$ cat src/hw/rtl/spfq_pkg.sv
package spfq_pkg;

    localparam int NUM_LEVELS    = 8;
    localparam int LEVEL_DEPTH   = 16;
    localparam int PAYLOAD_WIDTH = 32;

    localparam int LVL_W    = $clog2(NUM_LEVELS);
    localparam int PTR_W    = $clog2(LEVEL_DEPTH);
    localparam int CNT_W    = $clog2(LEVEL_DEPTH + 1);
    localparam int ADDR_W   = $clog2(NUM_LEVELS * LEVEL_DEPTH);
    localparam int PRIO_W   = 3;
    localparam int WORD_W   = 32;
    localparam int STATUS_W = 2;

    typedef enum logic [STATUS_W-1:0] {
        STAT_OK    = 2'd0,
        STAT_FULL  = 2'd1,
        STAT_EMPTY = 2'd2
    } status_t;

    typedef enum logic {
        S_IDLE,
        S_READ
    } state_t;

    typedef struct packed {
        logic                     is_pop;
        logic [LVL_W-1:0]         level;
        logic [PAYLOAD_WIDTH-1:0] data;
    } req_t;

    typedef struct packed {
        status_t                  status;
        logic                     pop_valid;
        logic [PAYLOAD_WIDTH-1:0] data;
        logic [LVL_W-1:0]         level;
        logic                     queue_empty;
    } rsp_t;

    typedef struct packed {
        logic                     we;
        logic                     re;
        logic [ADDR_W-1:0]        addr;
        logic [PAYLOAD_WIDTH-1:0] wdata;
    } mem_req_t;

endpackage

$ cat src/hw/rtl/spfq_if.sv
interface spfq_req_if;
    logic                         valid;
    logic                         ready;
    logic                         req_type;
    logic [spfq_pkg::PRIO_W-1:0]  priority_req;
    logic [spfq_pkg::WORD_W-1:0]  payload;

    modport source (output valid, req_type, priority_req, payload, input ready);
    modport sink   (input valid, req_type, priority_req, payload, output ready);
endinterface

interface spfq_rsp_if;
    logic                          valid;
    logic                          ready;
    logic [spfq_pkg::STATUS_W-1:0] status;
    logic                          pop_valid;
    logic [spfq_pkg::WORD_W-1:0]   out_payload;
    logic [spfq_pkg::PRIO_W-1:0]   out_priority;
    logic                          queue_empty;

    modport source (output valid, status, pop_valid, out_payload, out_priority, queue_empty,
                    input ready);
    modport sink   (input valid, status, pop_valid, out_payload, out_priority, queue_empty,
                    output ready);
endinterface

$ cat src/hw/rtl/spfq_ram.sv
module spfq_ram (
    input  logic                                    clk,
    input  spfq_pkg::mem_req_t                      mem_req,
    output logic [spfq_pkg::PAYLOAD_WIDTH-1:0]      rdata
);

    logic [spfq_pkg::PAYLOAD_WIDTH-1:0] mem [spfq_pkg::NUM_LEVELS * spfq_pkg::LEVEL_DEPTH];

    always_ff @(posedge clk)
    begin
        if (mem_req.we)
        begin
            mem[mem_req.addr] <= mem_req.wdata;
        end
        if (mem_req.re)
        begin
            rdata <= mem[mem_req.addr];
        end
    end

endmodule

$ cat src/hw/rtl/spfq_ctrl.sv
module spfq_ctrl (
    input  logic                                clk,
    input  logic                                rst_n,
    input  logic                                in_valid,
    output logic                                in_ready,
    input  spfq_pkg::req_t                      req,
    output logic                                out_valid,
    input  logic                                out_ready,
    output spfq_pkg::rsp_t                      rsp,
    output spfq_pkg::mem_req_t                  mem_req,
    input  logic [spfq_pkg::PAYLOAD_WIDTH-1:0]  rdata
);

    localparam int NL = spfq_pkg::NUM_LEVELS;
    localparam int LD = spfq_pkg::LEVEL_DEPTH;

    spfq_pkg::state_t state_reg, state_next;

    logic [spfq_pkg::CNT_W-1:0] cnt_reg  [NL];
    logic [spfq_pkg::CNT_W-1:0] cnt_next [NL];
    logic [spfq_pkg::PTR_W-1:0] head_reg  [NL];
    logic [spfq_pkg::PTR_W-1:0] head_next [NL];

    logic           out_valid_reg, out_valid_next;
    spfq_pkg::rsp_t rsp_reg, rsp_next;
    logic [spfq_pkg::LVL_W-1:0] pend_level_reg, pend_level_next;
    logic           pend_empty_reg, pend_empty_next;

    logic                         accept;
    logic [NL-1:0]                nz;
    logic                         found;
    logic [spfq_pkg::LVL_W-1:0]   top_lv;
    logic [spfq_pkg::LVL_W-1:0]   sel_lv;
    logic [spfq_pkg::CNT_W-1:0]   sel_cnt;
    logic [spfq_pkg::PTR_W-1:0]   sel_head;
    logic                         full;
    logic [spfq_pkg::PTR_W:0]     tail_sum;
    logic [spfq_pkg::PTR_W-1:0]   tail;
    logic [spfq_pkg::PTR_W-1:0]   head_inc;
    logic [NL-1:0]                others;
    logic                         empty_after_pop;

    always_comb
    begin
        nz     = '0;
        found  = 1'b0;
        top_lv = '0;
        for (int i = 0; i < NL; i++)
        begin
            nz[i] = (cnt_reg[i] != '0);
            if (nz[i])
            begin
                found  = 1'b1;
                top_lv = spfq_pkg::LVL_W'(i);
            end
        end
    end

    always_comb
    begin
        sel_lv   = req.is_pop ? top_lv : req.level;
        sel_cnt  = cnt_reg[sel_lv];
        sel_head = head_reg[sel_lv];
        full     = (sel_cnt == spfq_pkg::CNT_W'(LD));
        tail_sum = (spfq_pkg::PTR_W + 1)'(sel_head) + (spfq_pkg::PTR_W + 1)'(sel_cnt);
        if (tail_sum >= (spfq_pkg::PTR_W + 1)'(LD))
        begin
            tail = spfq_pkg::PTR_W'(tail_sum - (spfq_pkg::PTR_W + 1)'(LD));
        end
        else
        begin
            tail = tail_sum[spfq_pkg::PTR_W-1:0];
        end
        head_inc = (sel_head == spfq_pkg::PTR_W'(LD - 1)) ? '0 : sel_head + 1'b1;
        others   = nz & ~(NL'(1) << top_lv);
        empty_after_pop = (others == '0) && (sel_cnt == spfq_pkg::CNT_W'(1));
    end

    // next state
    always_comb
    begin
        state_next = state_reg;
        unique case (state_reg)
            spfq_pkg::S_IDLE:
            begin
                if (accept && req.is_pop && found)
                begin
                    state_next = spfq_pkg::S_READ;
                end
            end
            spfq_pkg::S_READ:
            begin
                state_next = spfq_pkg::S_IDLE;
            end
        endcase
    end

    // outputs
    always_comb
    begin
        in_ready = (state_reg == spfq_pkg::S_IDLE) && (!out_valid_reg || out_ready);
        accept   = in_valid && in_ready;

        mem_req.we    = accept && !req.is_pop && !full;
        mem_req.re    = accept && req.is_pop && found;
        mem_req.addr  = spfq_pkg::ADDR_W'(sel_lv) * spfq_pkg::ADDR_W'(LD)
                      + spfq_pkg::ADDR_W'(req.is_pop ? sel_head : tail);
        mem_req.wdata = req.data;

        out_valid = out_valid_reg;
        rsp       = rsp_reg;
    end

    always_comb
    begin
        cnt_next        = cnt_reg;
        head_next       = head_reg;
        rsp_next        = rsp_reg;
        pend_level_next = pend_level_reg;
        pend_empty_next = pend_empty_reg;
        out_valid_next  = out_valid_reg && !out_ready;

        if (accept)
        begin
            if (!req.is_pop)
            begin
                if (!full)
                begin
                    cnt_next[sel_lv] = sel_cnt + 1'b1;
                end
                rsp_next.status      = full ? spfq_pkg::STAT_FULL : spfq_pkg::STAT_OK;
                rsp_next.pop_valid   = 1'b0;
                rsp_next.data        = '0;
                rsp_next.level       = '0;
                rsp_next.queue_empty = 1'b0;
                out_valid_next       = 1'b1;
            end
            else if (found)
            begin
                cnt_next[sel_lv]  = sel_cnt - 1'b1;
                head_next[sel_lv] = head_inc;
                pend_level_next   = sel_lv;
                pend_empty_next   = empty_after_pop;
            end
            else
            begin
                rsp_next.status      = spfq_pkg::STAT_EMPTY;
                rsp_next.pop_valid   = 1'b0;
                rsp_next.data        = '0;
                rsp_next.level       = '0;
                rsp_next.queue_empty = 1'b1;
                out_valid_next       = 1'b1;
            end
        end

        if (state_reg == spfq_pkg::S_READ)
        begin
            rsp_next.status      = spfq_pkg::STAT_OK;
            rsp_next.pop_valid   = 1'b1;
            rsp_next.data        = rdata;
            rsp_next.level       = pend_level_reg;
            rsp_next.queue_empty = pend_empty_reg;
            out_valid_next       = 1'b1;
        end
    end

    always_ff @(posedge clk or negedge rst_n)
    begin
        if (!rst_n)
        begin
            state_reg     <= spfq_pkg::S_IDLE;
            out_valid_reg <= 1'b0;
            for (int i = 0; i < NL; i++)
            begin
                cnt_reg[i]  <= '0;
                head_reg[i] <= '0;
            end
        end
        else
        begin
            state_reg     <= state_next;
            out_valid_reg <= out_valid_next;
            cnt_reg       <= cnt_next;
            head_reg      <= head_next;
        end
    end

    always_ff @(posedge clk)
    begin
        rsp_reg        <= rsp_next;
        pend_level_reg <= pend_level_next;
        pend_empty_reg <= pend_empty_next;
    end

    a_read_slot_free: assert property (@(posedge clk) disable iff (!rst_n)
        (state_reg == spfq_pkg::S_READ) |-> !out_valid_reg)
        else $error("result slot busy while pop data returns");

    a_read_delivers: assert property (@(posedge clk) disable iff (!rst_n)
        (state_reg == spfq_pkg::S_READ) |=> (out_valid_reg && rsp_reg.pop_valid))
        else $error("pop read did not produce a result");

    a_pop_reads: assert property (@(posedge clk) disable iff (!rst_n)
        (accept && req.is_pop && found) |=> (state_reg == spfq_pkg::S_READ))
        else $error("pop of a held entry did not start a read");

    a_no_overlap: assert property (@(posedge clk) disable iff (!rst_n)
        !(mem_req.we && mem_req.re))
        else $error("write and read issued together");

endmodule

$ cat src/hw/rtl/strict_priority_fifo_queue.sv
// Channel | Dir | Beat
// req     | in  | req_type, priority_req, payload
// rsp     | out | status, pop_valid, out_payload, out_priority, queue_empty
//
// A push result is loaded into the output register on acceptance; a pop of a
// held entry first reads the registered entry memory, then loads its data.
// One request is in flight at a time; req.ready drops while a pop read is
// outstanding or a result waits in the output register without rsp.ready.
// Reset clears the per-level head and count registers at once; the entry
// memory is not cleared and needs no clearing pass.
module strict_priority_fifo_queue (
    input  logic        clk,
    input  logic        rst_n,
    spfq_req_if.sink    req,
    spfq_rsp_if.source  rsp
);

    localparam int LW = spfq_pkg::LVL_W;
    localparam int PW = spfq_pkg::PAYLOAD_WIDTH;
    localparam int WW = spfq_pkg::WORD_W;

    spfq_pkg::req_t     core_req;
    spfq_pkg::rsp_t     core_rsp;
    spfq_pkg::mem_req_t mem_req;
    logic [PW-1:0]      rdata;

    logic [LW+2:0]      prio_ext;
    logic [LW+2:0]      lvl_out_ext;
    logic [PW+WW-1:0]   pay_in_ext;
    logic [PW+WW-1:0]   pay_out_ext;

    // saturate level, trim payload to stored width
    always_comb
    begin
        prio_ext = (LW + 3)'(req.priority_req);
        core_req.is_pop = req.req_type;
        if (prio_ext >= (LW + 3)'(spfq_pkg::NUM_LEVELS))
        begin
            core_req.level = LW'(spfq_pkg::NUM_LEVELS - 1);
        end
        else
        begin
            core_req.level = prio_ext[LW-1:0];
        end
        pay_in_ext    = {PW'(0), req.payload};
        core_req.data = pay_in_ext[PW-1:0];
    end

    always_comb
    begin
        lvl_out_ext       = (LW + 3)'(core_rsp.level);
        pay_out_ext       = {WW'(0), core_rsp.data};
        rsp.status        = core_rsp.status;
        rsp.pop_valid     = core_rsp.pop_valid;
        rsp.out_payload   = pay_out_ext[WW-1:0];
        rsp.out_priority  = lvl_out_ext[2:0];
        rsp.queue_empty   = core_rsp.queue_empty;
    end

    spfq_ctrl u_ctrl (
        .clk       (clk),
        .rst_n     (rst_n),
        .in_valid  (req.valid),
        .in_ready  (req.ready),
        .req       (core_req),
        .out_valid (rsp.valid),
        .out_ready (rsp.ready),
        .rsp       (core_rsp),
        .mem_req   (mem_req),
        .rdata     (rdata)
    );

    spfq_ram u_ram (
        .clk     (clk),
        .mem_req (mem_req),
        .rdata   (rdata)
    );

endmodule
$ cat src/flat_wrapper.sv
// flat-port wrapper written by rule: the top's interface ports become plain ports
module strict_priority_fifo_queue_flat 
  (clk, rst_n, req_valid, req_req_type, req_priority_req, req_payload, req_ready, rsp_valid, rsp_status, rsp_pop_valid, rsp_out_payload, rsp_out_priority, rsp_queue_empty, rsp_ready);
  spfq_req_if req_i ();
  spfq_rsp_if rsp_i ();
  input  logic clk;
  input  logic rst_n;
  input wire logic [$bits(req_i.valid)-1:0] req_valid;
  input wire logic [$bits(req_i.req_type)-1:0] req_req_type;
  input wire logic [$bits(req_i.priority_req)-1:0] req_priority_req;
  input wire logic [$bits(req_i.payload)-1:0] req_payload;
  output wire logic [$bits(req_i.ready)-1:0] req_ready;
  output wire logic [$bits(rsp_i.valid)-1:0] rsp_valid;
  output wire logic [$bits(rsp_i.status)-1:0] rsp_status;
  output wire logic [$bits(rsp_i.pop_valid)-1:0] rsp_pop_valid;
  output wire logic [$bits(rsp_i.out_payload)-1:0] rsp_out_payload;
  output wire logic [$bits(rsp_i.out_priority)-1:0] rsp_out_priority;
  output wire logic [$bits(rsp_i.queue_empty)-1:0] rsp_queue_empty;
  input wire logic [$bits(rsp_i.ready)-1:0] rsp_ready;
  assign req_i.valid = req_valid;
  assign req_i.req_type = req_req_type;
  assign req_i.priority_req = req_priority_req;
  assign req_i.payload = req_payload;
  assign req_ready = req_i.ready;
  assign rsp_valid = rsp_i.valid;
  assign rsp_status = rsp_i.status;
  assign rsp_pop_valid = rsp_i.pop_valid;
  assign rsp_out_payload = rsp_i.out_payload;
  assign rsp_out_priority = rsp_i.out_priority;
  assign rsp_queue_empty = rsp_i.queue_empty;
  assign rsp_i.ready = rsp_ready;
  strict_priority_fifo_queue u_core (.clk(clk), .rst_n(rst_n), .req(req_i), .rsp(rsp_i));
endmodule
$ cat config.mk
export PLATFORM = sky130hd
export DESIGN_NAME = strict_priority_fifo_queue_flat
export DESIGN_NICKNAME = d
export VERILOG_FILES = /design/src/hw/rtl/spfq_pkg.sv /design/src/hw/rtl/spfq_if.sv /design/src/hw/rtl/spfq_ram.sv /design/src/hw/rtl/spfq_ctrl.sv /design/src/hw/rtl/strict_priority_fifo_queue.sv /design/src/flat_wrapper.sv
export SDC_FILE = /design/constraint.sdc
export NUM_CORES = 2
export LEC_CHECK = 0
export BUFFER_PORTS_ARGS = -buffer_cell sky130_fd_sc_hd__buf_2
export CORE_ASPECT_RATIO = 1.5
export CORE_MARGIN = 2
export CORE_UTILIZATION = 41
export CTS_BUF_LIST = sky130_fd_sc_hd__clkbuf_8 sky130_fd_sc_hd__clkbuf_16
export DETAILED_ROUTE_END_ITERATION = 12
export SYNTH_ARGS = -nofsm -noshare
export SYNTH_HDL_FRONTEND = slang
export SYNTH_SLANG_ARGS = --single-unit
$ cat constraint.sdc
create_clock -name clk -period 18.59 [get_ports clk]
set_input_delay 0.9295 -clock clk [delete_from_list [all_inputs] [get_ports clk]]
set_output_delay 0.9295 -clock clk [all_outputs]
set_load 0.005 [all_outputs]
### After elaboration in Yosys (flattened, before gate mapping)

Memories as Yosys holds them, arrays and structs flattened. A register that Yosys moved wholly into a read port is not among the register bits.
Index checks and enable logic that the tools add are counted.

| word-level totals | value |
|---|---|
| output and inout port bits | 41 |
| memory bits (read-only) | 0 |
| RAM bits | 4096 |
| memories | 1 |
| bits in latches | 0 |
| flip-flop bits (word level) | 117 |

Memories:

| memory | depth | bits a word | rd ports | clocked after Yosys merged registers in | write ports | RTL line | source |
|---|---|---|---|---|---|---|---|
| u_core.u_ram.mem | 128 | 32 | 1 | 1 | 1 | spfq_ram.sv:7 | `logic [spfq_pkg::PAYLOAD_WIDTH-1:0] mem [spfq_pkg::NUM_LEVELS * spfq_pkg::LEVEL_DEPTH];` |

| operators by class | value |
|---|---|
| reductions and logical operators | 28 |
| magnitude comparators | 3 |
| $add $sub $neg | 6 |
| equal/unequal tests | 7 |
| bitwise gates (word level) | 4 |
| shift-type cells | 1 |
| div/mod/pow operators | 0 |
| $mul | 0 |
| muxes and demuxes | 48 |

Operator list:

| kind | number |
|---|---|
| 40-bit 2-to-1 mux | 3 |
| 40-bit bitwise mux | 2 |
| 39-bit 2-to-1 mux | 2 |
| 36-bit 2-to-1 mux | 2 |
| 5-bit nonzero test | 8 |
| 32-bit bitwise mux | 1 |
| 4-bit 2-to-1 mux | 6 |
| 3-bit 2-to-1 mux | 7 |
| 1-bit 2-to-1 mux | 17 |
| 5-bit binary-select mux with 3-bit select | 1 |
| 5-bit demux with 3-bit select | 1 |
| 5-bit 2-to-1 mux | 3 |
| 4-bit binary-select mux with 3-bit select | 1 |
| 4-bit demux with 3-bit select | 1 |
| 1-bit logical AND | 9 |
| 8-bit AND | 1 |
| 8-bit logical NOT | 1 |
| 8-bit NOT | 1 |
| 1-bit by 3-bit << shifter with 8-bit output, first input constant | 1 |
| 7-bit by 4-bit adder with 7-bit output | 1 |
| 3-bit AND reduction | 2 |
| 4-bit by 5-bit adder with 5-bit output | 1 |
| 5-bit by 1-bit adder with 5-bit output, second input constant | 1 |
| 5-bit by 1-bit == test with 1-bit output, second input constant | 1 |
| 18 further kinds | 23 |

### Longest topological paths before layout

| depth | value |
|---|---|
| word-level depth | 18 |
| gate-level depth with buffers | 26 |
| gate-level depth less buffers | 18 |

### Cells and area by module

Synthesis repeated with hierarchy kept, for this count alone.

| unflattened totals | value |
|---|---|
| cells, all modules | 9481 |
| area, all modules | 163719.5 um^2 |

By module, submodules not included:

| module | area each (um^2) | cells each | sequential area each (um^2) | times used |
|---|---|---|---|---|
| spfq_ram | 157577.4 | 8954 | 123958.9 | 1 |
| spfq_ctrl | 6142.1 | 527 | 3113.0 | 1 |

### Worst setup path before layout

OpenSTA, ideal clock, no wires.

| path | value |
|---|---|
| path kind | input port to flip-flop |
| from | input port req_req_type |
| to | memory u_core.u_ram.mem[108][0] (netlist bit) (enable) |
| arrival time | 7.168 ns |
| stages | 22 |
| slack | 10.961 ns |
| setup time | 0.461 ns |
| required time | 18.129 ns |
| path buffers | 8 |
| cell sequence | clkbuf_1 > or2_2 > o21ai_0 > o31ai_1 > o21ba_1 > buf_2 > clkbuf_1 > clkbuf_1 > nor4_1 > a21oi_1 > clkbuf_1 > inv_1 > ha_1 > ha_1 > nor3_1 > a221o_1 > a211o_1 > clkbuf_1 > buf_2 > buf_4 > nand2_1 > nor3_1 |

| between the ends | value |
|---|---|
| longest elaborated chain between the ends | 10 |
| elaborated cells between the ends (all ways) | 21 |
| those cells by class | add/sub: 3; order compare: 1; eq/ne: 1; mux: 11; bitwise: 1; reduce/logical: 4 |

Ends and longest elaborated chain:

| item | RTL line | source |
|---|---|---|
| start: declaration | flat_wrapper.sv:9 | `input wire logic [$bits(req_i.req_type)-1:0] req_req_type;` |
| 3-bit 2-to-1 mux | spfq_ctrl.sv:61 | `sel_lv = req.is_pop ? top_lv : req.level;` |
| 3-bit NOT with 4-bit output (implied by the code) | spfq_ctrl.sv:62, spfq_ctrl.sv:63 |  |
| 4-bit binary-select mux with 3-bit select or 5-bit binary-select mux with 3-bit select (tied branches) | spfq_ctrl.sv:63, spfq_ctrl.sv:62 |  |
| 4-bit 2-to-1 mux (implied by the code) or 5-bit 2-to-1 mux (tied branches) (2 in series) | spfq_ctrl.sv:63, spfq_ctrl.sv:62 |  |
| 4-bit by 5-bit adder with 5-bit output or 5-bit == test (tied branches) | spfq_ctrl.sv:65, spfq_ctrl.sv:64 |  |
| 4-bit by 1-bit subtractor with 4-bit output, or another cell as far along | spfq_ctrl.sv:68 | `tail = spfq_pkg::PTR_W'(tail_sum - (spfq_pkg::PTR_W + 1)'(LD));` |
| 4-bit 2-to-1 mux or 1-bit logical AND (tied branches) | spfq_ctrl.sv:66, spfq_ctrl.sv:104 |  |
| 4-bit 2-to-1 mux or 1-bit 2-to-1 mux (tied branches) | spfq_ctrl.sv:107, spfq_ram.sv:11 |  |
| 7-bit by 4-bit adder with 7-bit output or 1-bit 2-to-1 mux (tied branches) | spfq_ctrl.sv:107, spfq_ram.sv:13 |  |
| end: declaration | spfq_ram.sv:7 |  |

Several ways; a longest one is shown, not always the timed one. The select of a mux whose other input is x is not followed.

==> metrics.csv <==
stage,metric,value,unit
run_status,outcome,"complete, but fails checks",
run_status,failing checks,"design-rule violations, max-capacitance violations, max-slew violations",
cts,Inserted Clock Buffers,372,
timing,"Hold Vio Cnt, Final",0,
grt,GRT overflow,0,
synth,synth warn,0,
route,DR pass1 iterations,10,
grt,total track usage,25.4,%
cts,"Clk Latency, worst-skew pair",980,ps
grt,largest net degree at the start of global routing,174,
floorplanning,Die ar.,0.410,mm^2
worst_setup_path,critical path class,reg -> reg,
route,Avg Vias per Cell,6.05,
floorplanning,initial core utilization,41.1,%
worst_setup_path,crit-path cells,or4_1 -> nor4_4 -> a31oi_4 -> buf_4 -> nor2_1 -> nor3_1 -> a21oi_1 -> inv_1 -> ha_1 -> nor2b_1 -> a31oi_4 -> buf_4 -> buf_4 -> buf_12 -> nand2_1 -> a21oi_1 -> a211oi_1 -> o2bb2ai_1 -> a22oi_1 -> a21oi_1 -> or4_1,
placement,GP Congestion,0.914,
power_and_ir_drop,Max IR drop VDD,0.250,mV
grt,number of global-route vias before repair,97300,
cts,Clock Path Buffers,4,
synth,sequential area share after synthesis,76.6,%
layout,P&R area growth vs syn,12.3,%
route,Starting DRT DRC Count,13100,
layout,layout cells sized above 1,13.2,%
cts,Worst-path clk slew,70,ps
worst_hold_path,worst min-delay path class,in -> async,
timing,Setup Skew,83.5,ps
timing,Slew Limit Fails,16,
timing,measured slew at the worst slew-check pin,1630,ps
synth,syn nets,10900,
synth,Commonest cells post-synth,"4168 x edfxtp_1, 2260 x nand2_1, 907 x a21oi_1",
cts,H-tree depth,5,
timing,min Tclk post-route,9990,ps
floorplanning,Die Width,523,um
synth,dominant synthesized flop cell,edfxtp_1,
power_and_ir_drop,Power Dens Cells,195,mW/mm^2
route,routed vias,100000,
worst_setup_path,WP data arrival,10800,ps
layout,Final #Nets,11000,
worst_setup_path,CP Launch Type,flop,
cts,post-CTS sizing,0,
synth,most common cell in the netlist,edfxtp_1,
timing,setup ws final,8600,ps
cts,postcts setup bufs,0,
synth,#FFs+latches synth,4245,
synth,asr flop ratio synth,1.74,%
layout,max reg flops,4096,
run,max-cap violations,3,
synth,Post-synth EDFFs,4168,
synth,Synth Area per Inst,15.3,um^2
cts,hold-fix buffer count after cts,0,
cts,CTS sink count,4245,
floorplanning,Top Ports,81,
floorplanning,Die H,783,um
power_and_ir_drop,leak pwr,60.1,nW
worst_setup_path,CP max stage delay,1260,ps
timing,RSZ-0062 raised after global routing,false,
placement,Placed Instances,15900,
layout,fin cells,16600,
worst_setup_path,"Max stage delay cell, worst path",a21oi_1,
worst_setup_path,crit path max fanout,130,
synth,cell area after synthesis,0.166,mm^2
route,drt total wl,531000,um
route,routed wire length per instance,32.1,um
timing,fmax,100,MHz
synth,library cells used by synthesis,75,
synth,top cell type's share of synthesized area,75.4,%
route,antenna-violating nets left,0,
floorplanning,Core Rows,286,
timing,max_slew headroom,-8.86,%
timing,Setup TNS Final,0,ps
synth,ranking of synthesized cells by area,"edfxtp_1 75%, nand2_1 5.1%, mux4_2 3.4%",
synth,Yosys top cell by area,edfxtp_1,
placement,HPWL Detailed,296000,um
grt,first-pass GRT wire length,742000,um
placement,I/O Buffers,80,
worst_setup_path,Critical Path RT,19400,ps
synth,Cells after Synth,10900,
timing,Tcrit/Tclk final,53.7,%
placement,"worst slack, placed",8260,ps
cts,TritonCTS clock tree,built,
route,detailed-route DRC error count,2,
grt,initial antenna violation count,31,
worst_setup_path,Worst Setup End Kind,flop,
cts,CTS root buf,clkbuf_16,
floorplanning,core area,0.404,mm^2
timing,setup violators final,0,
cells by family after synthesis:
kind of cell	Yosys count	share of synthesized area (%)
simple gates	3352	8.38
compound gates	2021	8.23
fa+ha+maj	8	0.0588
xor+xnor	10	0.0528
buf+inv	750	1.73
flops	4245	76.6
mux	495	4.97
path summary, 6_finish.rpt:
check	slack [ps]	endpoint	startpoint	cells past startpoint
max	8600	u_core.u_ram.rdata[31]$_DFFE_PP_	flop	21
min	190	u_core.u_ctrl.cnt_reg[23]$_DFFE_PN0P_	rst_n	2
max reg2reg	8600	u_core.u_ram.rdata[31]$_DFFE_PP_	flop	21
min reg2reg	480	u_core.u_ctrl.rsp[36]$_SDFFE_PP1P_	u_core.u_ctrl.rsp[36]$_SDFFE_PP1P_	1
max in group asynchronous	17680	u_core.u_ctrl.head_reg[25]$_DFFE_PN0P_	rst_n	2
min in group clk	350	u_core.u_ram.mem[9][1]$_DFFE_PP_	req_payload[1]	1
where the power goes:
group,switching [mW],total (mW),internal (mW)
sequential,0.162,10.9,10.8
combinational,12.6,17.7,5.09
clock,3.51,7.76,4.26
per-stage QoR:
step	total power, mW	util (%)	hold slack (ps)	area [um^2]
global route	37.6	46.2	291	186000
global placement	28.4	43.1	439	174000
detailed placement	28.5	43.2	472	174000
floorplan	21.1	-	443	166000
finish	36.4	46.2	187	186000
CTS	36.2	46.1	220	186000
layout by cell type (no fill, tap or decap), types with 40 or more instances in the layout:
| cell type | instances |
|---|---|
| mux2i_1 | 131 |
| edfxtp_1 | 4168 |
| a22oi_1 | 130 |
| mux2_2 | 110 |
| clkinv_1 | 82 |
| a2bb2oi_1 | 95 |
| nor2_4 | 125 |
| nand2_1 | 2249 |
| dfrtp_1 | 74 |
| nand3_1 | 793 |
| inv_1 | 95 |
| o21ai_0 | 40 |
| a21oi_1 | 891 |
| mux4_2 | 252 |
| a211oi_1 | 294 |
| and2_1 | 42 |
| buf_2 | 48 |
| clkbuf_16 | 382 |
| nor2_1 | 52 |
| buf_4 | 302 |
| a221oi_1 | 66 |
| o2bb2ai_1 | 355 |
| clkinv_2 | 67 |
area by class of cell:
| class | count | area [um^2] |
|---|---|---|
| clock inverters | 296 | 2390 |
| fillers | 34400 | 217000 |
| well taps | 5328 | 6670 |
| multi-input cells | 5886 | 37300 |
| flip-flops and latches | 4245 | 127000 |
| repair buffers | 394 | 3210 |
| diodes | 26 | 65.1 |
| clock buffers | 384 | 9590 |
| inverters | 19 | 71.3 |
metal layers:
metal / up-vias / GRT usage [%] / wire length, um
met4: 6 / 14.1 / 33800
met1: 51900 / 31.5 / 191000
li1: 41800 / - / -
met2: 5489 / 42.2 / 260000
met3: 1000 / 4.03 / 46700
met5: - / 0 / 45
critical path, delay by kind of cell (launching register included):
kind | cells | cell delay, ps
AO/OA/AOI/OAI | 8 | 3910
adder cells (fa/ha/maj) | 1 | 420
buffers and inverters | 5 | 2620
flip-flops | 1 | 400
AND/OR/NAND/NOR | 7 | 2210
Power figures use the tool's default switching activity.
